$ cat config.mk
export PLATFORM = sky130hd
export DESIGN_NAME = sha1pd_select
export DESIGN_NICKNAME = d
export VERILOG_FILES = /design/src/design/sha1pd_pkg.sv /design/src/design/sha1pd_select.sv
export SDC_FILE = /design/constraint.sdc
export NUM_CORES = 1
export LEC_CHECK = 0
export ABC_AREA = 1
export BUFFER_PORTS_ARGS = -buffer_cell sky130_fd_sc_hd__buf_2
export CAP_MARGIN = 30
export CORE_MARGIN = 2
export CORE_UTILIZATION = 55
export CTS_CLUSTER_SIZE = 24
export DETAILED_ROUTE_END_ITERATION = 6
export PLACE_DENSITY = 0.76
export SYNTH_ARGS = -nofsm -noshare
export SYNTH_HDL_FRONTEND = slang
export SYNTH_SLANG_ARGS = --single-unit
$ cat constraint.sdc
create_clock -name clk -period 4 [get_ports clk]
set_clock_uncertainty 0.05 [all_clocks]
set_input_delay 0.4 -clock clk [delete_from_list [all_inputs] [get_ports clk]]
set_output_delay 0.4 -clock clk [all_outputs]
set_load 0.1 [all_outputs]
$ cat src/design/sha1pd_pkg.sv
// sha1pd_pkg: constants, types and helper functions for the sha-1 password derivation
// used by every file of the block but the stream interface; depends on nothing
package sha1pd_pkg;

	localparam int unsigned UidW = 56;
	localparam int unsigned LenW = 8;
	localparam int unsigned PwdW = 32;
	localparam int unsigned Rounds = 80;
	localparam int unsigned RndsPerStage = 2;
	localparam int unsigned Stages = Rounds / RndsPerStage;
	localparam int unsigned DigestBytes = 20;
	localparam logic [LenW-1:0] UidBytes = 8'd7;

	localparam logic [31:0] H0 = 32'h67452301;
	localparam logic [31:0] H1 = 32'hEFCDAB89;
	localparam logic [31:0] H2 = 32'h98BADCFE;
	localparam logic [31:0] H3 = 32'h10325476;
	localparam logic [31:0] H4 = 32'hC3D2E1F0;

	localparam logic [4:0] Off1 = 5'd5;
	localparam logic [4:0] Off2 = 5'd13;
	localparam logic [4:0] Off3 = 5'd17;

	typedef struct packed {
		logic [31:0] a;
		logic [31:0] b;
		logic [31:0] c;
		logic [31:0] d;
		logic [31:0] e;
	} sha_state_t;

	// message schedule as a 16-word window
	typedef logic [15:0][31:0] sched_t;

	typedef struct packed {
		logic [PwdW-1:0] password;
		logic            derive_ok;
	} result_t;

	function automatic logic [31:0] rotl1(input logic [31:0] x);
		return {x[30:0], x[31]};
	endfunction

	// one sha-1 round; rnd selects function and constant
	function automatic sha_state_t sha_round(input sha_state_t s, input logic [31:0] w,
			input logic [6:0] rnd);
		logic [31:0] f;
		logic [31:0] k;
		logic [31:0] t;
		sha_state_t  n;
		if (rnd < 7'd20) begin
			f = (s.b & s.c) | (~s.b & s.d);
			k = 32'h5A827999;
		end else if (rnd < 7'd40) begin
			f = s.b ^ s.c ^ s.d;
			k = 32'h6ED9EBA1;
		end else if (rnd < 7'd60) begin
			f = (s.b & s.c) | (s.b & s.d) | (s.c & s.d);
			k = 32'h8F1BBCDC;
		end else begin
			f = s.b ^ s.c ^ s.d;
			k = 32'hCA62C1D6;
		end
		t = {s.a[26:0], s.a[31:27]} + f + s.e + k + w;
		n.e = s.d;
		n.d = s.c;
		n.c = {s.b[1:0], s.b[31:2]};
		n.b = s.a;
		n.a = t;
		return n;
	endfunction

	// slide the schedule window by one word
	function automatic sched_t sched_next(input sched_t w);
		sched_t n;
		n[14:0] = w[15:1];
		n[15] = rotl1(w[13] ^ w[8] ^ w[2] ^ w[0]);
		return n;
	endfunction

	// byte i of the 20-byte digest
	function automatic logic [7:0] dig_byte(input logic [159:0] dig, input logic [4:0] i);
		logic [7:0] r;
		r = 8'h00;
		for (int j = 0; j < DigestBytes; j++) begin
			if (i == 5'(j))
				r = dig[159-8*j -: 8];
		end
		return r;
	endfunction

	// (a + b) mod 20 for a, b below 20
	function automatic logic [4:0] add_mod20(input logic [4:0] a, input logic [4:0] b);
		logic [5:0] s;
		s = {1'b0, a} + {1'b0, b};
		if (s >= 6'd20)
			s = s - 6'd20;
		return s[4:0];
	endfunction

endpackage

$ cat src/design/sha1pd_select.sv
// sha1pd_select: final digest addition and password byte selection, two stages
// depends on sha1pd_pkg
module sha1pd_select (
	input  logic                   clk,
	input  logic                   arst_n,
	input  logic                   adv,
	input  logic                   vld_in,
	input  sha1pd_pkg::sha_state_t st_in,
	input  logic                   ok_in,
	output logic                   vld_s2,
	output sha1pd_pkg::result_t    res_s2
);
	logic [159:0] dig_s1;
	logic [4:0]   base_s1;
	logic         ok_s1;
	logic         vld_s1;
	logic [159:0] dig;
	logic [7:0]   b0;
	logic [3:0]   b0_q;
	logic [4:0]   base;
	sha1pd_pkg::result_t res;

	always_comb begin
		dig = {st_in.a + sha1pd_pkg::H0, st_in.b + sha1pd_pkg::H1,
			st_in.c + sha1pd_pkg::H2, st_in.d + sha1pd_pkg::H3,
			st_in.e + sha1pd_pkg::H4};
		b0 = dig[159:152];
		// quotient by 20 through reciprocal multiply, exact for a byte
		b0_q = 4'((16'(b0) * 16'd205) >> 12);
		base = 5'(b0 - 8'(b0_q) * 8'd20);
	end

	always_comb begin
		res.derive_ok = ok_s1;
		res.password  = '0;
		if (ok_s1) begin
			res.password = {
				sha1pd_pkg::dig_byte(dig_s1, base_s1),
				sha1pd_pkg::dig_byte(dig_s1,
					sha1pd_pkg::add_mod20(base_s1, sha1pd_pkg::Off1)),
				sha1pd_pkg::dig_byte(dig_s1,
					sha1pd_pkg::add_mod20(base_s1, sha1pd_pkg::Off2)),
				sha1pd_pkg::dig_byte(dig_s1,
					sha1pd_pkg::add_mod20(base_s1, sha1pd_pkg::Off3))};
		end
	end

	always_ff @(posedge clk or negedge arst_n) begin
		if (!arst_n) begin
			vld_s1 <= 1'b0;
			vld_s2 <= 1'b0;
		end else if (adv) begin
			vld_s1 <= vld_in;
			vld_s2 <= vld_s1;
		end
	end

	always_ff @(posedge clk) begin
		if (adv) begin
			dig_s1  <= dig;
			base_s1 <= base;
			ok_s1   <= ok_in;
			res_s2  <= res;
		end
	end
endmodule

Yosys cells after proc, flatten, opt, wreduce, memory -nomap -nowiden
Index checks and enable logic that the tools add are counted.
{"block": "word_totals", "output_inout_bits": 34, "elab_cells": 190, "register_bits": 201, "inputBits": 165}
{"block": "classes", "multipliers": 2, "n_eq_ne": 76, "reduce_logical": 4, "muxes": 86, "magnitude_cmp": 3, "add_sub_neg": 12}
{"op": "8-bit 2-to-1 mux", "count": 80}
{"op": "5-bit by 4-bit == test with 1-bit output (second input constant)", "count": 32}
{"op": "32-bit adder (second input constant)", "count": 3}
{"op": "5-bit by 3-bit == test with 1-bit output (second input constant)", "count": 16}
{"op": "5-bit == test (second input constant)", "count": 16}
{"op": "5-bit by 2-bit == test with 1-bit output (second input constant)", "count": 8}
{"op": "32-bit by 29-bit adder with 32-bit output (second input constant)", "count": 1}
{"op": "32-bit by 31-bit adder with 32-bit output (second input constant)", "count": 1}
{"op": "5-bit 2-to-1 mux", "count": 6}
{"op": "5-bit by 1-bit == test with 1-bit output (second input constant)", "count": 4}
{"op": "5-bit logical NOT", "count": 4}
{"op": "6-bit by 5-bit greater-or-equal comparator with 1-bit output (second input constant)", "count": 3}
{"op": "8-bit by 8-bit multiplier with 16-bit output (second input constant)", "count": 1}
{"op": "5-bit subtractor (second input constant)", "count": 3}
{"op": "5-bit by 3-bit adder with 6-bit output (second input constant)", "count": 1}
{"op": "5-bit by 4-bit adder with 6-bit output (second input constant)", "count": 1}
{"op": "5-bit by 5-bit adder with 6-bit output (second input constant)", "count": 1}
{"op": "5-bit subtractor", "count": 1}
{"op": "4-bit by 3-bit multiplier with 3-bit output (second input constant)", "count": 1}

Depth between registers and ports, before layout
Gate-level depths: netlist (run 1).
{"block": "depth", "ltp_word": 25, "mapped_depth": 38}

Worst setup path after synthesis (run 1)
OpenSTA, ideal clock, no wires.
{"block": "synth_path", "path_kind": "input to register", "from": "input st_in[128] (netlist name)", "to": "register base_s1[4] (data pin)", "arrival_time_ns": 5.810, "required_time_ns": 3.698, "path_buffers": 0, "path_slack_ns": -2.113, "cell_stages": 34, "path_cell_list": "nand3_1 -> nor2_2 -> nand4_1 -> nand3_1 -> nand2_1 -> nor3_2 -> o21ai_0 -> nand2_1 -> a21oi_1 -> nor2_1 -> a31oi_1 -> nand2_1 -> nand2_1 -> xor2_1 -> ha_1 -> inv_1 -> fa_1 -> inv_1 -> fa_1 -> inv_1 -> fa_1 -> inv_1 -> ha_1 -> nand2_1 -> o21ai_0 -> a221oi_1 -> o21ai_0 -> xor2_1 -> fa_1 -> a21o_1 -> nand2_1 -> nand3_1 -> nand3_1 -> nand2_1"}
{"block": "synth_via", "elab_chain_cells": 4}
{"element": "from (decl)", "line": "sha1pd_select.sv:8", "source": "input sha1pd_pkg::sha_state_t st_in,"}
{"element": "32-bit by 31-bit adder with 32-bit output", "line": "sha1pd_select.sv:24", "source": "dig = {st_in.a + sha1pd_pkg::H0, st_in.b + sha1pd_pkg::H1,"}
{"element": "via b0[5]", "line": "sha1pd_select.sv:18", "source": "logic [7:0] b0;"}
{"element": "8-bit by 8-bit multiplier with 16-bit output", "line": "sha1pd_select.sv:29", "source": "b0_q = 4'((16'(b0) * 16'd205) >> 12);"}
{"element": "4-bit by 3-bit multiplier with 3-bit output", "line": "sha1pd_select.sv:30", "source": "base = 5'(b0 - 8'(b0_q) * 8'd20);"}
{"element": "5-bit subtractor", "line": "sha1pd_select.sv:30"}
{"element": "via base[4]", "line": "sha1pd_select.sv:20", "source": "logic [4:0] base;"}
{"element": "to (signal assigned)", "line": "sha1pd_select.sv:61", "source": "base_s1 <= base;"}
{"element": "to (decl)", "line": "sha1pd_select.sv:14", "source": "logic [4:0] base_s1;"}
The timed path passes the listed nets, and every way through them passes these cells.
A chain may end at the register's enable or synchronous reset.

Final worst setup path (run 1)
{"block": "layout_path", "from": "input st_in[136] (netlist name)", "to": "register base_s1[4] (data pin)"}
The elaborated chain is that of the path after synthesis.

==> run metrics, run 1 <==
outcome finished with violations; failing checks DRC, setup timing; nets 2,899; Tot Pwr 15.0 mW; vias per inst 5.74; max incr delay on CP ~0.57 ns; vias 17,600; largest net degree at the start of global routing 94; drt total wl between 50 and 60 mm; RSZ-0062 raised after global routing true; CTS tree yes; clk sink count ~200; Netlist cell types 55; Final Setup Violations 8; critical path endpoint category flop; initial antenna violation count 0; main flop type after synthesis edfxtp_1; Final Hold Fails 0; minimum clock period roughly 6 ns; WP data arrival 6.16 ns; most frequent cells in the layout 574 x nand2_1, 290 x inv_1, 269 x nor2_1, 234 x buf_4, 197 x edfxtp_1; Core Area around 29,000 um2; Row Count 62; Syn Inst Count 2,199; cell area after layout 20,900 um2; Crit Path Class input pin to flop; cts bufs inserted 17; I/O pin cnt around 200; #FFs+latches synth 199; GR met1 Demand/Resource slightly below 50%; peak supply drop between 0.4 and 0.5 mV; Final WS setup -1.99 ns; layout cells sized above 1 26.1%; DIE AREA 30,700 um2; final slew viol count 0; max_cap viols 0; PwrDens 717 nW/um2; worst path bufs/invs 5; Seq/Total Area, Yosys 37.0%; Worst-Margin Slew 0.734 ns; first-pass GRT wire length 88.7 mm; crit path launch type input pin; Leakage 9.65 nW; Area contributors post-synth edfxtp_1 37%, nand2_1 14%, inv_1 7.0%; met2 GRT Util around three fifths; period utilization 150%; post-synth top area cell edfxtp_1; Clock Latency Late Sink 0.47 ns; GP Congestion 1.04; placed cell area 19,000 um2; Worst Hold Class input pin to flop; Ys Warns 0; vias in the first global route 16,700; syn nets approximately 2,400; family with the most delay on the worst path adder cells; Worst EP required between 4 and 5 ns; met3 Usage GRT 7.16%; Yosys top cell area share 36.6%; area added between synthesis and finish 29.3%; Residual DRC 1; H-tree levels 4; diodes inserted 0; initial core utilization 56.1%; Fmax between 150 and 200 MHz; wire length per cell 19.2 um; Slew HR 50.9%; Die W 175 um; largest fanout on the critical path 4; mapped cell area approximately 16,000 um2; antenna-violating nets left 0; Worst path slowest cell fa_1; Post-DP HPWL 43.6 mm; GRT overflow 0; first-pass detailed-route iteration total 7; die height ~180 um; EDFF count, synth 197; gr usage total 37.5%; FFs w/ async S/R, synth 1.01%; initial drt markers around 2,500; Post-Place Setup Slack -2.37 ns; GRT busiest layer met2; CTS Buffer Depth 2; IO Port Bufs 198; Synth Area per Inst 7.34 um2; Clock transition at path regs 0.07 ns; commonest non-fill, non-tap cell in the layout nand2_1; root buffer cell clkbuf_16
-- layer usage --
layer	vias up	share of wire, %
li1	8162	-
met1	8135	40
met2	1095	47
met3	198	9.6
met4	0	3.9
met5	-	0
-- final cells by class --
| class | count | area, um2 |
|---|---|---|
| fillers | 2262 | 7910 |
| well taps | 384 | 480 |
| multi-input cells | 1663 | 9400 |
| repair buffers | 466 | 3220 |
| inverters | 323 | 1210 |
| clock inverters | 15 | 164 |
| clock buffers | 17 | 425 |
| flip-flops and latches | 199 | 5970 |
-- power breakdown --
group	internal (mW)	switching (mW)	total, mW
combinational	3.20	6.92	10.1
sequential	2.79	0.282	3.07
clock	0.934	0.835	1.77
total	6.92	8.03	15.0
-- registers in the layout (all words and copies together), names as in the netlist --
register  count
vld_s2        1
base_s1       3
res_s2       33
ok_s1         1
dig_s1      160
vld_s1        1
-- through the flow --
step           TNS (ns)  instances  hold WS [ns]  util [%]
6_report          -6.49       3067        0.0605      72.5
5_1_grt           -8.48       3067        0.0534      72.5
4_1_cts           -8.32       3068        0.0435      71.2
3_5_place_dp      -6.06       2948         0.136      66.1
3_3_place_gp      -5.36       2948         0.135      66.1
2_1_floorplan     -4.78       2199        0.0544         -
-- kinds of logic (layout without fill, tap and decap cells) --
group	Yosys count	in the layout	share of synthesized area, %
flops	199	199	37.0
buf+inv	337	821	8.14
simple gates	1227	1227	33.9
compound gates	237	237	8.14
xor+xnor	135	135	7.37
fa+ha+maj	64	64	5.52
-- Yosys cell counts, types with 26 or more instances --
cell and instances:
nand2_1 593, inv_1 301, o21ai_0 76, nand4_1 108, nor2_1 293, xnor2_1 39, nor3_1 26, edfxtp_1 197
nand3_1 108, xor2_1 95, ha_1 52, a21oi_1 113
-- timing repair --
action                                  CTS  global route
hold buffers                              1             0
resized for setup                        44           103
setup buffers                            87            33
endpoints found under the hold margin     2             0
endpoints found under the setup margin    3            25
pin swaps                                27            47
-- worst paths after layout --
kind,to,start,slack (ns),cells past startpoint
worst max-delay path,base_s1[4]$_DFFE_PP_,st_in[136],-1.99,34
worst min-delay path,dig_s1[32]$_DFFE_PP_,st_in[32],0.06,1
worst max register to register,res_s2[2]$_SDFFCE_PN0P_,base_s1[2]$_DFFE_PP_,-0.10,29
worst min register to register,vld_s2$_DFFE_PN0P_,vld_s1$_DFFE_PN0P_,0.47,2
max in group asynchronous,vld_s1$_DFFE_PN0P_,arst_n,3.62,2
min in group asynchronous,vld_s2$_DFFE_PN0P_,arst_n,0.19,2
Power figures use the tool's default switching activity.
==> run 2: changes to the inputs <==
Settings changed: GPL_TIMING_DRIVEN set to 0.
==> run metrics, run 2 (synthesis gave the netlist of run 1 again) <==
Final Setup Violations 7; nets 2,761; Worst R2R End res_s2[13]$_SDFFCE_PN0P_; initial drt markers 2,175; vias 16,800; max incr delay on CP 0.14 ns; Reg area 5970 um2; Leakage 8.97 nW; wire length per cell 19.3 um; Core Area 28,800 um2; most frequent cells in the layout 567 x nand2_1, 288 x inv_1, 269 x nor2_1, 199 x buf_2, 197 x edfxtp_1; first-pass detailed-route iteration total 7; placed cells between 2,000 and 3,000; crit path launch type input pin; vias in the first global route 15,800; most frequent CP cell buf_4; period utilization 148%; Final Hold Fails 0; antenna-violating nets left 0; IO Port Bufs 198; CTS tree yes; cts bufs inserted 17; Row Count 62; Post-DP HPWL 41.4 mm; Slew HR 28.0%; Crit Path Class input pin to flop; worst setup path startpoint st_in[131]; CTS Buffer Depth 2; CP Capture Point dig_s1[145]$_DFFE_PP_; diodes inserted 0; Worst Hold Class input pin to flop; Fmax 169 MHz; drt total wl 56.5 mm; area of the multi-input gates between 9000 and 10,000 um2; peak supply drop 0.358 mV; vias per inst between 5 and 6; DIE AREA about 30,000 um2; Most flops, register dig_s1; gr usage total a little over a third; minimum clock period 5.93 ns; outcome finished with violations; PwrDens 731 nW/um2; clk sink count 199; first-pass GRT wire length 84.2 mm; Cell Count, Final, Fillers Out 2,929; Worst EP required about 4.2 ns; largest net degree at the start of global routing approximately 110; max_cap viols 0; number of flip-flops in the largest register 160; I/O pin cnt 199; reg2reg start base_s1[2]$_DFFE_PP_; largest fanout on the critical path 3; WP data arrival 6.11 ns; worst reg2reg path depth 26; Worst-Margin Slew 1.07 ns; Worst path slowest cell o21ai_1; Register-to-Register Setup Slack -0.02 ns; area added between synthesis and finish 23.1%; Residual DRC 23; Fillers 2,357; Final WS setup -1.93 ns; critical path endpoint category flop; layout cells sized above 1 22.4%; failing checks DRC, setup timing; Setup TNS -6.49 ns; Die W 175 um; GRT overflow 0; Clock Latency Late Sink 0.47 ns; GP Congestion 1.01; H-tree levels 4; initial core utilization 56.1%; commonest non-fill, non-tap cell in the layout nand2_1; final slew viol count 0; initial antenna violation count 0; root buffer cell clkbuf_16; die height 175 um; Clock transition at path regs 0.08 ns; RSZ-0062 raised after global routing true; biggest regs dig_s1 x160, res_s2 x33, base_s1 x3
==> run 2: cell count changes in the layout (fill, tap and decap cells not counted), sizes merged <==
cell      before  now
clkinvlp       3    2
inv          327  325
buf          464  322
clkbuf        18   23
clkinv         6    8
==> run 2: how the worst min path moves through the flow <==
stage | startpoint | cells after the start | end | slack (ns)
4_1_cts | st_in[32] | 1 | dig_s1[32]$_DFFE_PP_ | 0.05
2_1_floorplan | arst_n | 0 | vld_s1$_DFFE_PN0P_ | 0.05
3_3_place_gp | arst_n | 1 | vld_s2$_DFFE_PN0P_ | 0.13
3_5_place_dp | arst_n | 1 | vld_s1$_DFFE_PN0P_ | 0.14
5_1_grt | st_in[32] | 1 | dig_s1[32]$_DFFE_PP_ | 0.05
6_report | st_in[32] | 1 | dig_s1[32]$_DFFE_PP_ | 0.06
==> run 2: area by class of cell <==
type | count | share of cell area [%]
Multi-Input combinational cell | 1663 | 48.0
Clock buffer | 18 | 2.16
Timing Repair Buffer | 314 | 9.95
Inverter | 323 | 6.14
Tap cell | 384 | 2.42
Buffer | 14 | 0.542
Clock inverter | 14 | 0.749
Sequential cell | 199 | 30.0
==> run 2: where the power goes <==
group          internal [mW]  total [mW]  switching [mW]
sequential              2.79        3.07           0.282
clock                  0.926        1.73           0.800
combinational           2.89        9.72            6.84
total                   6.61        14.5            7.92
==> run 2: routing by layer <==
metal	part of all wire, %	up-vias	GRT usage (%)
met3	9.2	161	5.56
met1	40	7788	47.9
met5	0	-	0
li1	-	7878	-
met2	47	1016	58.5
met4	3.4	0	12.5
==> run 2: worst max-delay path: cells and delay by family <==
kind	cells	cell delay, ns
AO/OA/AOI/OAI	1	0.14
XOR/XNOR	1	0.14
AND/OR/NAND/NOR	7	0.57
buffers and inverters	40	4.86
==> run 2: metrics by stage <==
| stage | worst slack [ns] | util (%) | hold slack [ns] | cell area, um2 | power (mW) |
|---|---|---|---|---|---|
| after global placement | -2.60 | 61.5 | 0.134 | 17700 | 11.0 |
| after global routing | -2.18 | 69.0 | 0.0484 | 19900 | 15.2 |
| after CTS | -1.62 | 66.8 | 0.0456 | 19200 | 13.3 |
| final | -1.93 | 69.0 | 0.0627 | 19900 | 14.5 |
| after floorplan | -1.88 | - | 0.0544 | 16200 | 8.60 |
| after detailed placement | -2.77 | 61.7 | 0.137 | 17700 | 11.1 |
==> run 2: what timing repair did <==
| action | 4_1_cts | 5_1_grt |
|---|---|---|
| setup buffers | 74 | 36 |
| endpoints found under the hold margin | 2 | 0 |
| setup endpoints to repair | 10 | 22 |
| cloned | 0 | 1 |
| pin swaps | 49 | 56 |
| gates resized for setup | 60 | 98 |
| hold buffers | 1 | 0 |
