--- src/design/sha1pd_pkg.sv ---
// sha1pd_pkg: constants, types and helper functions for the sha-1 password derivation
// used by every file of the block but the stream interface; depends on nothing
package sha1pd_pkg;

	localparam int unsigned UidW = 56;
	localparam int unsigned LenW = 8;
	localparam int unsigned PwdW = 32;
	localparam int unsigned Rounds = 80;
	localparam int unsigned RndsPerStage = 2;
	localparam int unsigned Stages = Rounds / RndsPerStage;
	localparam int unsigned DigestBytes = 20;
	localparam logic [LenW-1:0] UidBytes = 8'd7;

	localparam logic [31:0] H0 = 32'h67452301;
	localparam logic [31:0] H1 = 32'hEFCDAB89;
	localparam logic [31:0] H2 = 32'h98BADCFE;
	localparam logic [31:0] H3 = 32'h10325476;
	localparam logic [31:0] H4 = 32'hC3D2E1F0;

	localparam logic [4:0] Off1 = 5'd5;
	localparam logic [4:0] Off2 = 5'd13;
	localparam logic [4:0] Off3 = 5'd17;

	typedef struct packed {
		logic [31:0] a;
		logic [31:0] b;
		logic [31:0] c;
		logic [31:0] d;
		logic [31:0] e;
	} sha_state_t;

	// message schedule as a 16-word window
	typedef logic [15:0][31:0] sched_t;

	typedef struct packed {
		logic [PwdW-1:0] password;
		logic            derive_ok;
	} result_t;

	function automatic logic [31:0] rotl1(input logic [31:0] x);
		return {x[30:0], x[31]};
	endfunction

	// one sha-1 round; rnd selects function and constant
	function automatic sha_state_t sha_round(input sha_state_t s, input logic [31:0] w,
			input logic [6:0] rnd);
		logic [31:0] f;
		logic [31:0] k;
		logic [31:0] t;
		sha_state_t  n;
		if (rnd < 7'd20) begin
			f = (s.b & s.c) | (~s.b & s.d);
			k = 32'h5A827999;
		end else if (rnd < 7'd40) begin
			f = s.b ^ s.c ^ s.d;
			k = 32'h6ED9EBA1;
		end else if (rnd < 7'd60) begin
			f = (s.b & s.c) | (s.b & s.d) | (s.c & s.d);
			k = 32'h8F1BBCDC;
		end else begin
			f = s.b ^ s.c ^ s.d;
			k = 32'hCA62C1D6;
		end
		t = {s.a[26:0], s.a[31:27]} + f + s.e + k + w;
		n.e = s.d;
		n.d = s.c;
		n.c = {s.b[1:0], s.b[31:2]};
		n.b = s.a;
		n.a = t;
		return n;
	endfunction

	// slide the schedule window by one word
	function automatic sched_t sched_next(input sched_t w);
		sched_t n;
		n[14:0] = w[15:1];
		n[15] = rotl1(w[13] ^ w[8] ^ w[2] ^ w[0]);
		return n;
	endfunction

	// byte i of the 20-byte digest
	function automatic logic [7:0] dig_byte(input logic [159:0] dig, input logic [4:0] i);
		logic [7:0] r;
		r = 8'h00;
		for (int j = 0; j < DigestBytes; j++) begin
			if (i == 5'(j))
				r = dig[159-8*j -: 8];
		end
		return r;
	endfunction

	// (a + b) mod 20 for a, b below 20
	function automatic logic [4:0] add_mod20(input logic [4:0] a, input logic [4:0] b);
		logic [5:0] s;
		s = {1'b0, a} + {1'b0, b};
		if (s >= 6'd20)
			s = s - 6'd20;
		return s[4:0];
	endfunction

endpackage

--- src/design/sha1pd_round_stage.sv ---
// sha1pd_round_stage: two sha-1 rounds and schedule update between registers
// depends on sha1pd_pkg
module sha1pd_round_stage (
	input  logic                      clk,
	input  logic                      arst_n,
	input  logic                      adv,
	input  logic [6:0]                rnd,
	input  logic                      vld_in,
	input  sha1pd_pkg::sha_state_t    st_in,
	input  sha1pd_pkg::sched_t        w_in,
	input  logic                      ok_in,
	output logic                      vld_s1,
	output sha1pd_pkg::sha_state_t    st_s1,
	output sha1pd_pkg::sched_t        w_s1,
	output logic                      ok_s1
);
	sha1pd_pkg::sha_state_t st_mid;
	sha1pd_pkg::sha_state_t st_nxt;
	sha1pd_pkg::sched_t     w_mid;

	always_comb begin
		st_mid = sha1pd_pkg::sha_round(st_in, w_in[0], rnd);
		w_mid  = sha1pd_pkg::sched_next(w_in);
		st_nxt = sha1pd_pkg::sha_round(st_mid, w_mid[0], rnd + 7'd1);
	end

	always_ff @(posedge clk or negedge arst_n) begin
		if (!arst_n) begin
			vld_s1 <= 1'b0;
		end else if (adv) begin
			vld_s1 <= vld_in;
		end
	end

	always_ff @(posedge clk) begin
		if (adv) begin
			st_s1 <= st_nxt;
			w_s1  <= sha1pd_pkg::sched_next(w_mid);
			ok_s1 <= ok_in;
		end
	end
endmodule

--- config.mk ---
export PLATFORM = sky130hd
export DESIGN_NAME = sha1pd_round_stage
export DESIGN_NICKNAME = d
export VERILOG_FILES = /design/src/design/sha1pd_pkg.sv /design/src/design/sha1pd_round_stage.sv
export SDC_FILE = /design/constraint.sdc
export NUM_CORES = 1
export LEC_CHECK = 0
export ABC_AREA = 1
export BUFFER_PORTS_ARGS = -buffer_cell sky130_fd_sc_hd__buf_2
export CAP_MARGIN = 5
export CORE_AREA = 3 3 530 532
export CTS_CLUSTER_DIAMETER = 40
export DETAILED_ROUTE_END_ITERATION = 16
export DIE_AREA = 0 0 533 535
export GPL_ROUTABILITY_DRIVEN = 1
export PLACE_DENSITY = 0.36
export SETUP_SLACK_MARGIN = 0.4
export SYNTH_ARGS = -nofsm -noshare
export SYNTH_HDL_FRONTEND = slang
export SYNTH_SLANG_ARGS = --single-unit
--- constraint.sdc ---
create_clock -name clk -period 2 [get_ports clk]
set_clock_uncertainty 0.15 [all_clocks]
set_input_delay 0.2 -clock clk [delete_from_list [all_inputs] [get_ports clk]]
set_output_delay 0.2 -clock clk [all_outputs]
set_load 0.05 [all_outputs]
After elaboration in Yosys (flattened, before gate mapping)
Cells that the tools add are included.
{"block": "totals", "out_inout_bits": 674, "reg_bits": 674, "wordCells": 76}
{"block": "op_classes", "n_addsub": 9, "n_bitwise": 26, "mux": 12, "order_cmp": 6}
{"cell": "two-way mux 32 bit", "n": 10}
{"cell": "bitwise XOR 32 bit", "n": 10}
{"cell": "adder 32 bit", "n": 8}
{"cell": "bitwise AND 32 bit", "n": 8}
{"cell": "OR 32 bit", "n": 6}
{"cell": "NOT 32 bit", "n": 2}
{"cell": "two-way mux 31 bit", "n": 2}
{"cell": "< comparator 7 x 6 -> 1 bit, second input constant", "n": 4}
{"cell": "< comparator 7 x 5 -> 1 bit, second input constant", "n": 2}
{"cell": "adder 7 x 1 -> 7 bit, second input constant", "n": 1}

Logic depth before layout (Yosys ltp)
Gate-level depths: netlist of the first run.
{"block": "depth", "ltp_word": 14, "ltp_mapped": 41}

Worst setup path before layout of the first run
No wires, ideal clock.
{"block": "synth_path", "path_type": "input-to-reg", "start": "input rnd[3]", "end": "register st_s1[157] (netlist bit), data pin", "cell_stages": 40, "slack_ps": -5600, "arrival_ps": 7198, "n_path_buf": 1, "path_cell_list": "nand2_1 inv_1 a31oi_2 nand2_1 nand2_1 inv_1 buf_2 nand2_1 nand3_1 fa_1 inv_1 fa_1 inv_1 ha_1 nand3_1 nand2_1 a21oi_1 o21ai_0 [4 not listed] nand2_1 nand2_1 inv_1 fa_1 fa_1 fa_1 inv_1 ha_1 inv_1 fa_1 o21ai_2 a21boi_0 o21ai_0 a21oi_1 o21ai_2 nand3_1 nand3_1 nand2_1"}
{"element": "start, declared", "line": "sha1pd_round_stage.sv:7", "rtl": "input logic [6:0] rnd,"}
{"element": "end signal, assigned", "line": "sha1pd_round_stage.sv:37", "rtl": "st_s1 <= st_nxt;"}
{"element": "end, declared", "line": "sha1pd_round_stage.sv:13", "rtl": "output sha1pd_pkg::sha_state_t st_s1,"}

==> results.md, run 1 <==
- Outcome: finished, violations left
- Failing checks: negative setup slack
- Most frequent cells in the layout: buf_2 (1270), dlygate4sd3_1 (1014), edfxtp_1 (673)
- RSZ-0062 raised after global routing: yes
- Crit-path max FO: 7
- Placer congestion estimate: 0.878
- CP peak stage delay: 0.52 ns
- H-tree levels: 4
- Post-Route WL: 257000 µm
- Worst setup SP type: primary input
- Pre-antenna DRT Iters: 5
- Worst EP arrival: 7.00 ns
- Slew @ Worst Pin: 0.711 ns
- Slowest CP cell: fa_1
- Rel. slew slack: 52.6%
- Syn Inst Count: 2372
- Cts bufs inserted: 181
- Die H: 535 µm
- Longest Clk Path Bufs: 4
- CP startpoint: rnd[4]
- Clock Sinks: 674
- Final design utilization: 25.3%
- Number of synthesized flops with an enable pin: 673
- Sw power: 79.2 mW
- Sequential power share: 11.9%
- GR Util All Layers: 17.4%
- Post-Syn Area: 33400 µm²
- Max-Cap Viols: 0
- Nets: 6578
- Cell area power density: 2540 nW/µm²
- Critical path required time: 2.37 ns
- Prevailing post-synth register cell: edfxtp_1
- Pre-CTS setup slack: -6.75 ns
- Area growth, synth to finish: 110%
- Slew Limit Fails: 0
- Die width: 533 µm
- First-pass GRT wire length: 332000 µm
- Root buffer cell: clkbuf_16
- DR iter-0 viols: 1599
- Initial antenna violation count: 183
- Worst skew pair latency: 0.80 ns
- Largest cells by area after synthesis: edfxtp_1 (61%), fa_1 (14%), inv_1 (4.5%), xnor2_1 (3.9%), ha_1 (2.9%)
- Max VDD drop: 0.00370 V
- Most used cell, CP: fa_1
- Comb pwr share: 71.7%
- Final setup viols: 63
- Starting Density: 12.1%
- IO buf count: 1357
- Via density: 3.44
- FF+latch count, synth: 674
- Asr flop ratio synth: 0.148%
- Clk slew on worst S/H paths: 0.05 ns
- Leading area contributor after synthesis: edfxtp_1
- Syn_area_per_cell: 14.1 µm²
- Pin count of the biggest net entering global routing: 63
- Switch share: 44.4%
- # IOs: 1358
- Final worst path period need: 6.63 ns
- Share of layout cells above drive strength 1: 47.3%
- Synth top area share: 60.6%
- Most common library cell in the layout ignoring fill and taps: buf_2
- Internal Power: 99.0 mW
- Synthesized net count: 3373
- Hold Startpoint: w_in[296]
- Core Box Area: 276000 µm²
- Grt total ovfl: 0
- Vias in the first global route: 35655
- Final worst setup slack: -4.63 ns
- DP Cell Count: 8009
- Crit Path Class: in -> reg
- Achievable Freq: 151 MHz
- Clk network pwr share: 16.4%
- Post-synthesis sequential area ratio: 60.7%
- DIE AREA: 285000 µm²
- Tcrit/Tclk final: 331%
- Rows: 193
- Setup crit end kind: flip-flop
- Static leakage: 29.9 nW
- HP Class: in -> reg
- Synth cell types: 47
- Worst R2R Start: vld_s1
- Antenna-violating nets left: 0
- Worst hold slack: 0.0780 ns
- Final Hold Vio Count: 0
- Drc violations: 0
- WL per Instance: 27.0 µm
- Warnings from Yosys: 0
- Post-Layout Cell Count: 9498
- Hpwl dp: 218000 µm
- CTS tree: yes
- Via count: 32704
## sequential cells by signal, summed over array words and instances (netlist names)
register and cells:
w_s1 512, st_s1 160, vld_s1 1, ok_s1 1
## cell type report
class | instances | area, µm²
fill | 29413 | 206000
timing repair buffer | 3038 | 23500
sequential | 674 | 20200
multi-input combinational | 1281 | 13900
tap | 3705 | 4640
clock buffer | 193 | 4620
inverter | 401 | 1530
clock inverter | 139 | 1440
antenna | 67 | 168
## power by group through the flow
| stage | clock (mW) | combinational (mW) | sequential (mW) |
|---|---|---|---|
| after floorplan | 0 | 44.4 | 28.0 |
| after global placement | 0 | 102 | 21.1 |
| after detailed placement | 0 | 102 | 21.1 |
| after CTS | 30.0 | 123 | 21.1 |
| after global routing | 30.7 | 137 | 21.2 |
| final | 29.2 | 128 | 21.2 |
## per-layer routing
metal / GRT usage (%) / up-vias / wire, µm
li1: - / 14662 / -
met1: 19.1 / 16074 / 95200
met2: 31.7 / 1410 / 132000
met3: 5.70 / 474 / 20300
met4: 5.46 / 84 / 8400
met5: 0 / - / 535
## cell families after synthesis
logic type               count (synthesis)  share of synthesized area (%)
buffers and inverters                  417                           4.74
AO/OA/AOI/OAI                          238                           4.65
XOR/XNOR                               248                           6.51
adder cells (fa/ha/maj)                317                           17.3
flip-flops                             674                           60.7
AND/OR/NAND/NOR                        466                           5.78
multiplexers                            12                          0.379
## final timing paths
kind                                   end  slack (ns)  depth (start not counted)
worst max-delay path            st_s1[147]       -4.63                         40
worst min-delay path             w_s1[232]        0.08                          2
worst max register to register      vld_s1        1.11                          1
worst min register to register      vld_s1        0.36                          1
max in group asynchronous           vld_s1        0.97                          4
min in group asynchronous           vld_s1        0.63                          4
## Yosys cell counts (2+ instances only)
master and count:
a211oi_1 16, edfxtp_1 673, buf_2 9, nand2_2 3, nand2_1 249, o21bai_1 4, o21a_1 4, a21oi_1 65
clkbuf_1 3, o21ai_2 2, buf_1 3, or2_2 2, o21ai_0 48, o211ai_1 20, nand3_1 55, mux2i_1 7
o31ai_1 2, nor4_1 2, inv_1 397, o221a_2 2, xnor2_1 150, o221ai_1 27, nand4_1 8, inv_2 4
a31oi_1 7, o22ai_1 6, a221oi_1 7, mux2_2 5, xor2_1 98, ha_1 77, nand3b_1 6, a21o_1 17
nor3_1 25, a21boi_0 5, fa_1 240, nor2_1 113
## through the flow
stage | cell area (µm²) | TNS, ns | total power [mW]
after floorplan | 33900 | -192.14 | 72.4
after global placement | 50100 | -272.58 | 123
after detailed placement | 50100 | -278.98 | 123
after CTS | 68700 | -175.48 | 174
after global routing | 69900 | -188.70 | 189
final | 70000 | -180.44 | 178
## what timing repair did
| action | in CTS | in global routing |
|---|---|---|
| pin swaps | 133 | 55 |
| hold buffers | 1014 | 0 |
| cloned | 1 | 0 |
| endpoints found under the hold margin | 1022 | 0 |
| resized for setup | 444 | 315 |
| setup buffers | 53 | 22 |
| setup endpoints to repair | 738 | 738 |
## worst max-delay path: cells and delay by family
kind / cells / cell delay (ns)
buf+inv: 13 / 1.37
xor+xnor: 1 / 0.12
simple gates: 14 / 1.32
compound gates: 4 / 0.62
fa+ha+maj: 8 / 3.35
Power figures use the tool's default switching activity.
==> inputs of run 2 (changes only) <==
--- a/config.mk
+++ b/config.mk
@@ -8,13 +8,14 @@
 export ABC_AREA = 1
 export BUFFER_PORTS_ARGS = -buffer_cell sky130_fd_sc_hd__buf_2
 export CAP_MARGIN = 5
-export CORE_AREA = 3 3 530 532
+export CELL_PAD_IN_SITES_DETAIL_PLACEMENT = 0
+export CELL_PAD_IN_SITES_GLOBAL_PLACEMENT = 2
+export CORE_AREA = 3 3 522 524
 export CTS_CLUSTER_DIAMETER = 40
 export DETAILED_ROUTE_END_ITERATION = 16
-export DIE_AREA = 0 0 533 535
+export DIE_AREA = 0 0 525 527
 export GPL_ROUTABILITY_DRIVEN = 1
-export PLACE_DENSITY = 0.36
-export SETUP_SLACK_MARGIN = 0.4
+export PLACE_DENSITY = 0.46
 export SYNTH_ARGS = -nofsm -noshare
 export SYNTH_HDL_FRONTEND = slang
 export SYNTH_SLANG_ARGS = --single-unit
==> run 2 against run 1 <==
The flow still finishes with violations (negative setup slack). Via count decreased by 0.68%. Count of clock-buffer cells in the layout rose by 5. Cell area down 1.5%. Critical path depth fell by 2. Fmax up 0.73%. Routed wire length is 5.6% lower. Global-route usage is 0.44 points lower. Worst setup slack better by 0.048 ns. Critical endpoint is now st_s1[151].
==> results.md, run 2 (synthesized netlist as in run 1, its figures left out) <==
- Critical path required time: 2.37 ns (about the same)
- Post-Layout Cell Count: 9315 (-1.9%)
- Core Box Area: 268000 µm² (-3.1%)
- Hold Startpoint: w_in[435]
- Share of layout cells above drive strength 1: 46.2% (-1.1 points)
- Final worst path period need: 6.58 ns (-0.0484 ns)
- Most used cell, CP: buf_4
- Largest registers: w_s1 x512, st_s1 x160
- Outcome: finished, violations left
- Grt total ovfl: 0 (unchanged)
- CTS tree: yes
- Slowest CP cell: fa_1
- First-pass GRT wire length: 318000 µm (-4.2%)
- CP startpoint: rnd[3]
- Nets: 6565 (-0.20%)
- Post-Route WL: 243000 µm (-5.6%)
- Slew Limit Fails: 0 (unchanged)
- Tcrit/Tclk final: 329% (-2.4 points)
- R2R cell count: 2 (+1)
- HP Class: in -> reg
- Worst hold path cell count: 2 (unchanged)
- Worst R2R Start: vld_s1
- H-tree levels: 4 (unchanged)
- Initial antenna violation count: 172 (-6.0%)
- Worst skew pair latency: 0.78 ns (-0.02 ns)
- Worst EP arrival: 6.95 ns (-0.05 ns)
- Max reg flops: 512 (unchanged)
- Rel. slew slack: 60.2% (+7.5 points)
- Drc violations: 0 (unchanged)
- Via count: 32481 (-0.68%)
- Rows: 190 (-1.6%)
- Pre-antenna DRT Iters: 5 (unchanged)
- Hpwl dp: 204000 µm (-6.5%)
- Design Area, Final: 69000 µm² (-1.5%)
- Placer congestion estimate: 0.862 (-1.8%)
- Die H: 527 µm (-1.5%)
- Max-Cap Viols: 0 (unchanged)
- Area growth, synth to finish: 107%
- Achievable Freq: 152 MHz (+0.73%)
- RSZ-0062 raised after global routing: yes
- Starting Density: 12.5% (+0.39 points)
- DIE AREA: 277000 µm² (-3.0%)
- Longest Clk Path Bufs: 4 (unchanged)
- Die width: 525 µm (-1.5%)
- Cts bufs inserted: 179 (-1.1%)
- Crit-path max FO: 6 (-1)
- Worst setup SP type: primary input
- DP Cell Count: 7863 (-1.8%)
- Via density: 3.49 (+1.3%)
- Antenna-violating nets left: 0 (unchanged)
- Setup crit end kind: flip-flop
- Reg2reg end: vld_s1
- Hold EP: w_s1[371]
- Final setup viols: 63 (unchanged)
- Most common library cell in the layout ignoring fill and taps: buf_2
- WL per Instance: 26.0 µm (-3.7%)
- Clk slew on worst S/H paths: 0.04 ns (about the same)
- FF-to-FF setup slack: 0.55 ns (-0.56 ns)
- Root buffer cell: clkbuf_16
- CP peak stage delay: 0.50 ns (-0.02 ns)
- Slew @ Worst Pin: 0.591 ns (-0.119 ns)
- Worst hold slack: 0.0797 ns (+0.00166 ns)
- Failing checks: negative setup slack
- # IOs: 1358 (unchanged)
- DR iter-0 viols: 1802 (+13%)
- Fill count: 28495 (-3.1%)
- IO buf count: 1357 (unchanged)
- Vias in the first global route: 35055 (-1.7%)
- Reg with most FFs: w_s1
- GR Util All Layers: 17.0% (-0.44 points)
- Final worst setup slack: -4.58 ns (+0.0484 ns)
- Crit Path Class: in -> reg
- Most frequent cells in the layout: buf_2 (1304), dlygate4sd3_1 (1031), edfxtp_1 (673)
- Final Hold Vio Count: 0 (unchanged)
- Clock Sinks: 674 (unchanged)
- Placed cell area: 49900 µm² (-0.40%)
- Pin count of the biggest net entering global routing: 64 (+1.6%)
- Pre-CTS setup slack: -6.24 ns (+0.505 ns)
[run 2: worst max-delay path, delay by kind of cell]
family          cells  cell delay, ns
fa+ha+maj           8            3.09
buf+inv            15            1.67
compound gates     10            1.47
xor+xnor            2            0.26
simple gates        3            0.23
[run 2: worst max path at each step]
stage | to | slack (ns) | depth (start not counted)
2_1_floorplan | st_s1[157] | -4.83 | 38
3_3_place_gp | st_s1[157] | -6.20 | 34
3_5_place_dp | st_s1[157] | -6.24 | 34
4_1_cts | st_s1[155] | -4.59 | 36
5_1_grt | st_s1[157] | -4.83 | 41
6_report | st_s1[151] | -4.58 | 38
[run 2: layout make-up]
class                      instances  area (µm²)  share of cell area, %
antenna                           55         138                  0.199
clock buffer                     198        4590                   6.66
timing repair buffer            3027       22700                   32.9
multi-input combinational       1281       13700                   19.8
tap                             3552        4440                   6.44
inverter                         401        1530                   2.22
sequential                       674       20200                   29.3
clock inverter                   127        1670                   2.42
[run 2: per-layer routing]
layer / global-route usage (%) / vias up / wire length (µm)
li1: - / 14621 / -
met3: 5.92 / 428 / 21100
met2: 30.0 / 1319 / 121000
met4: 5.01 / 70 / 7870
met1: 19.2 / 16043 / 91700
met5: 0 / - / 451
[run 2: timing repair]
| action | CTS | global route |
|---|---|---|
| gates resized for setup | 383 | 99 |
| buffers inserted | 43 | 14 |
| cloned | 0 | 1 |
| endpoints found under the setup margin | 110 | 64 |
| pin swaps | 138 | 67 |
| hold buffers | 1031 | 0 |
| hold endpoints to repair | 1173 | 0 |
[run 2: per-stage QoR]
stage | utilization, % | TNS (ns)
5_1_grt | 25.7 | -188.68
2_1_floorplan | - | -192.15
3_3_place_gp | 18.6 | -267.90
6_report | 25.8 | -179.68
4_1_cts | 25.5 | -178.06
3_5_place_dp | 18.6 | -269.99
Power of run 2 is not shown: default switching activity piles up to over one toggle a cycle in this logic, so the estimate is an artifact.
==> inputs of run 3 (changes only) <==
--- a/config.mk
+++ b/config.mk
@@ -10,12 +10,13 @@
 export CAP_MARGIN = 5
 export CELL_PAD_IN_SITES_DETAIL_PLACEMENT = 0
 export CELL_PAD_IN_SITES_GLOBAL_PLACEMENT = 2
-export CORE_AREA = 3 3 522 524
+export CORE_AREA = 3 3 530 532
+export CTS_BUF_LIST = sky130_fd_sc_hd__clkbuf_4
 export CTS_CLUSTER_DIAMETER = 40
 export DETAILED_ROUTE_END_ITERATION = 16
-export DIE_AREA = 0 0 525 527
+export DIE_AREA = 0 0 533 535
 export GPL_ROUTABILITY_DRIVEN = 1
-export PLACE_DENSITY = 0.46
+export PLACE_DENSITY = 0.45
 export SYNTH_ARGS = -nofsm -noshare
 export SYNTH_HDL_FRONTEND = slang
 export SYNTH_SLANG_ARGS = --single-unit
==> run 3 against run 2 <==
Routed wire length is 6.2% higher. The flow finishes with violations (negative hold slack, negative setup slack). Fmax increased by 4.8%. Utilization grew 0.45 points. Register-to-register slack about the same. Highest routed layer unchanged. Die area up 3.1%. Largest cell class unchanged. Cell area grew 5.0%.
==> results.md, run 3 (synthesized netlist as in run 1, its figures left out) <==
- Vias in the first global route: 38353 (+9.4%)
- Most frequent cells in the layout: dlygate4sd3_1 (1638), buf_2 (1290), edfxtp_1 (673)
- Static leakage: 31.1 nW
- Reg2reg end: vld_s1
- Max VDD drop: 0.00319 V
- H-tree levels: 4 (unchanged)
- Worst skew pair latency: 1.16 ns (+0.38 ns)
- First-pass GRT wire length: 338000 µm (+6.4%)
- RSZ-0062 raised after global routing: yes
- Core Box Area: 276000 µm² (+3.2%)
- IO buf count: 1357 (unchanged)
- Root buffer cell: clkbuf_4
- Failing checks: negative hold slack, negative setup slack
- Reg with most FFs: w_s1
- Critical path required time: 2.77 ns (+0.40 ns)
- Slew @ Worst Pin: 0.843 ns (+0.252 ns)
- Post-Route WL: 257000 µm (+6.2%)
- Via density: 3.50 (+0.26%)
- Hpwl dp: 212000 µm (+4.1%)
- R2R cell count: 2 (unchanged)
- Antenna-violating nets left: 0 (unchanged)
- Slowest CP cell: fa_2
- Die width: 533 µm (+1.5%)
- Share of layout cells above drive strength 1: 42.6% (-3.6 points)
- Worst setup SP type: primary input
- # IOs: 1358 (unchanged)
- CP bufs+invs: 12 (-3)
- Max reg flops: 512 (unchanged)
- Longest Clk Path Bufs: 4 (unchanged)
- Starting Density: 12.1% (-0.39 points)
- Total power: 173 mW
- DP Cell Count: 8043 (+2.3%)
- Largest registers: w_s1 x512, st_s1 x160
- Placer congestion estimate: 0.912 (+5.8%)
- Die H: 535 µm (+1.5%)
- CP peak stage delay: 0.59 ns (+0.09 ns)
- Cell area power density: 2390 nW/µm²
- WL per Instance: 25.3 µm (-2.7%)
- Nets: 7252 (+10%)
- CTS tree: yes
- Drc violations: 0 (unchanged)
- Post-Layout Cell Count: 10163 (+9.1%)
- Pre-CTS setup slack: -6.15 ns (+0.0921 ns)
- Final Hold Vio Count: 4 (+4)
- DR iter-0 viols: 1493 (-17%)
- Hold EP: st_s1[97]
- Hold Startpoint: st_in[0]
- Cts bufs inserted: 223 (+25%)
- DIE AREA: 285000 µm² (+3.1%)
- Setup TNS: -288.65 ns (-108.97 ns)
- CP delay by family, top: adder cells
- Area growth, synth to finish: 117%
- Slew Limit Fails: 0 (unchanged)
- Final worst setup slack: -4.28 ns (+0.299 ns)
- Tcrit/Tclk final: 314% (-15 points)
- Max-Cap Viols: 0 (unchanged)
- Clock Sinks: 674 (unchanged)
- GR Util All Layers: 17.5% (+0.50 points)
- Worst hold path cell count: 5 (+3)
- Worst hold slack: -0.219 ns (-0.299 ns)
- Crit Path Class: in -> reg
- Crit-path max FO: 5 (-1)
- HP Class: in -> reg
- Grt total ovfl: 0 (unchanged)
- Via count: 35529 (+9.4%)
- Achievable Freq: 159 MHz (+4.8%)
- Worst R2R Start: vld_s1
- Final worst path period need: 6.28 ns (-0.299 ns)
- Most common library cell in the layout ignoring fill and taps: dlygate4sd3_1
- Final setup viols: 746 (+1100%)
- Worst EP arrival: 7.05 ns (+0.10 ns)
- Rows: 193 (+1.6%)
- FF-to-FF setup slack: 0.54 ns (about the same)
- Initial antenna violation count: 158 (-8.1%)
- Clk slew on worst S/H paths: 0.07 ns (+0.03 ns)
- Pre-antenna DRT Iters: 5 (unchanged)
- Setup crit end kind: flip-flop
- Pin count of the biggest net entering global routing: 67 (+4.7%)
- Outcome: finished, violations left
- Rel. slew slack: 43.4% (-17 points)
## run 3: cell types whose count changed in the layout (fill, tap and decap cells not counted), moves of 13 or more
cell and delta:
clkbuf_1 -17, buf_2 -14, clkinv_1 +41, clkinvlp_4 -16, clkbuf_16 -182, clkbuf_4 +295
inv_1 -13, dlygate4sd3_1 +607, bufinv_16 -32, buf_4 -25, buf_6 +75, inv_2 +17
## run 3: routing by layer
metal / GRT usage (%) / part of all wire [%] / up-vias / wire length, µm
met4: 7.05 / 4.6 / 82 / 11900
met2: 30.3 / 49 / 1389 / 126000
met1: 19.6 / 38 / 17534 / 97700
met5: 0 / 0.19 / - / 499
li1: - / - / 16021 / -
met3: 6.07 / 8.2 / 503 / 21100
## run 3: tightest hold or removal path: cells and delay by family
kind	cells	cell delay [ns]
fa+ha+maj	4	0.69
buf+inv	1	0.10
## run 3: what timing repair did
action	in CTS	in global routing
setup endpoints to repair	736	740
pin swaps	109	84
gates cloned	1	0
hold buffers	1636	4
gates resized for setup	387	237
setup buffers	40	37
hold endpoints to repair	1293	6
## run 3: stage by stage
step / utilization, % / instance area [µm²]
2_1_floorplan: - / 33900
3_3_place_gp: 18.2 / 50300
3_5_place_dp: 18.2 / 50300
4_1_cts: 25.8 / 71300
5_1_grt: 26.2 / 72400
6_report: 26.2 / 72500
## run 3: how the worst max path moves through the flow
stage                start         end  slack, ns  cells past startpoint
finish              rnd[4]  st_s1[154]      -4.28                     40
global route        rnd[3]  st_s1[150]      -4.39                     38
CTS                 rnd[4]  st_s1[153]      -4.13                     35
detailed placement  rnd[3]  st_s1[157]      -6.15                     38
global placement    rnd[3]  st_s1[157]      -6.08                     38
floorplan           rnd[3]  st_s1[157]      -4.83                     38
## run 3: report_power, final
part	total (mW)	switching, mW	internal (mW)
combinational	137	73.6	63.9
sequential	21.1	0.744	20.4
clock	14.6	7.57	7.00
total	173	81.9	91.3
## run 3: final cells by class
type	instances	area, µm²
antenna	44	110
multi-input combinational	1281	13900
inverter	401	1520
clock buffer	295	2210
timing repair buffer	3670	29400
clock inverter	93	464
fill	29449	204000
tap	3705	4640
sequential	674	20200
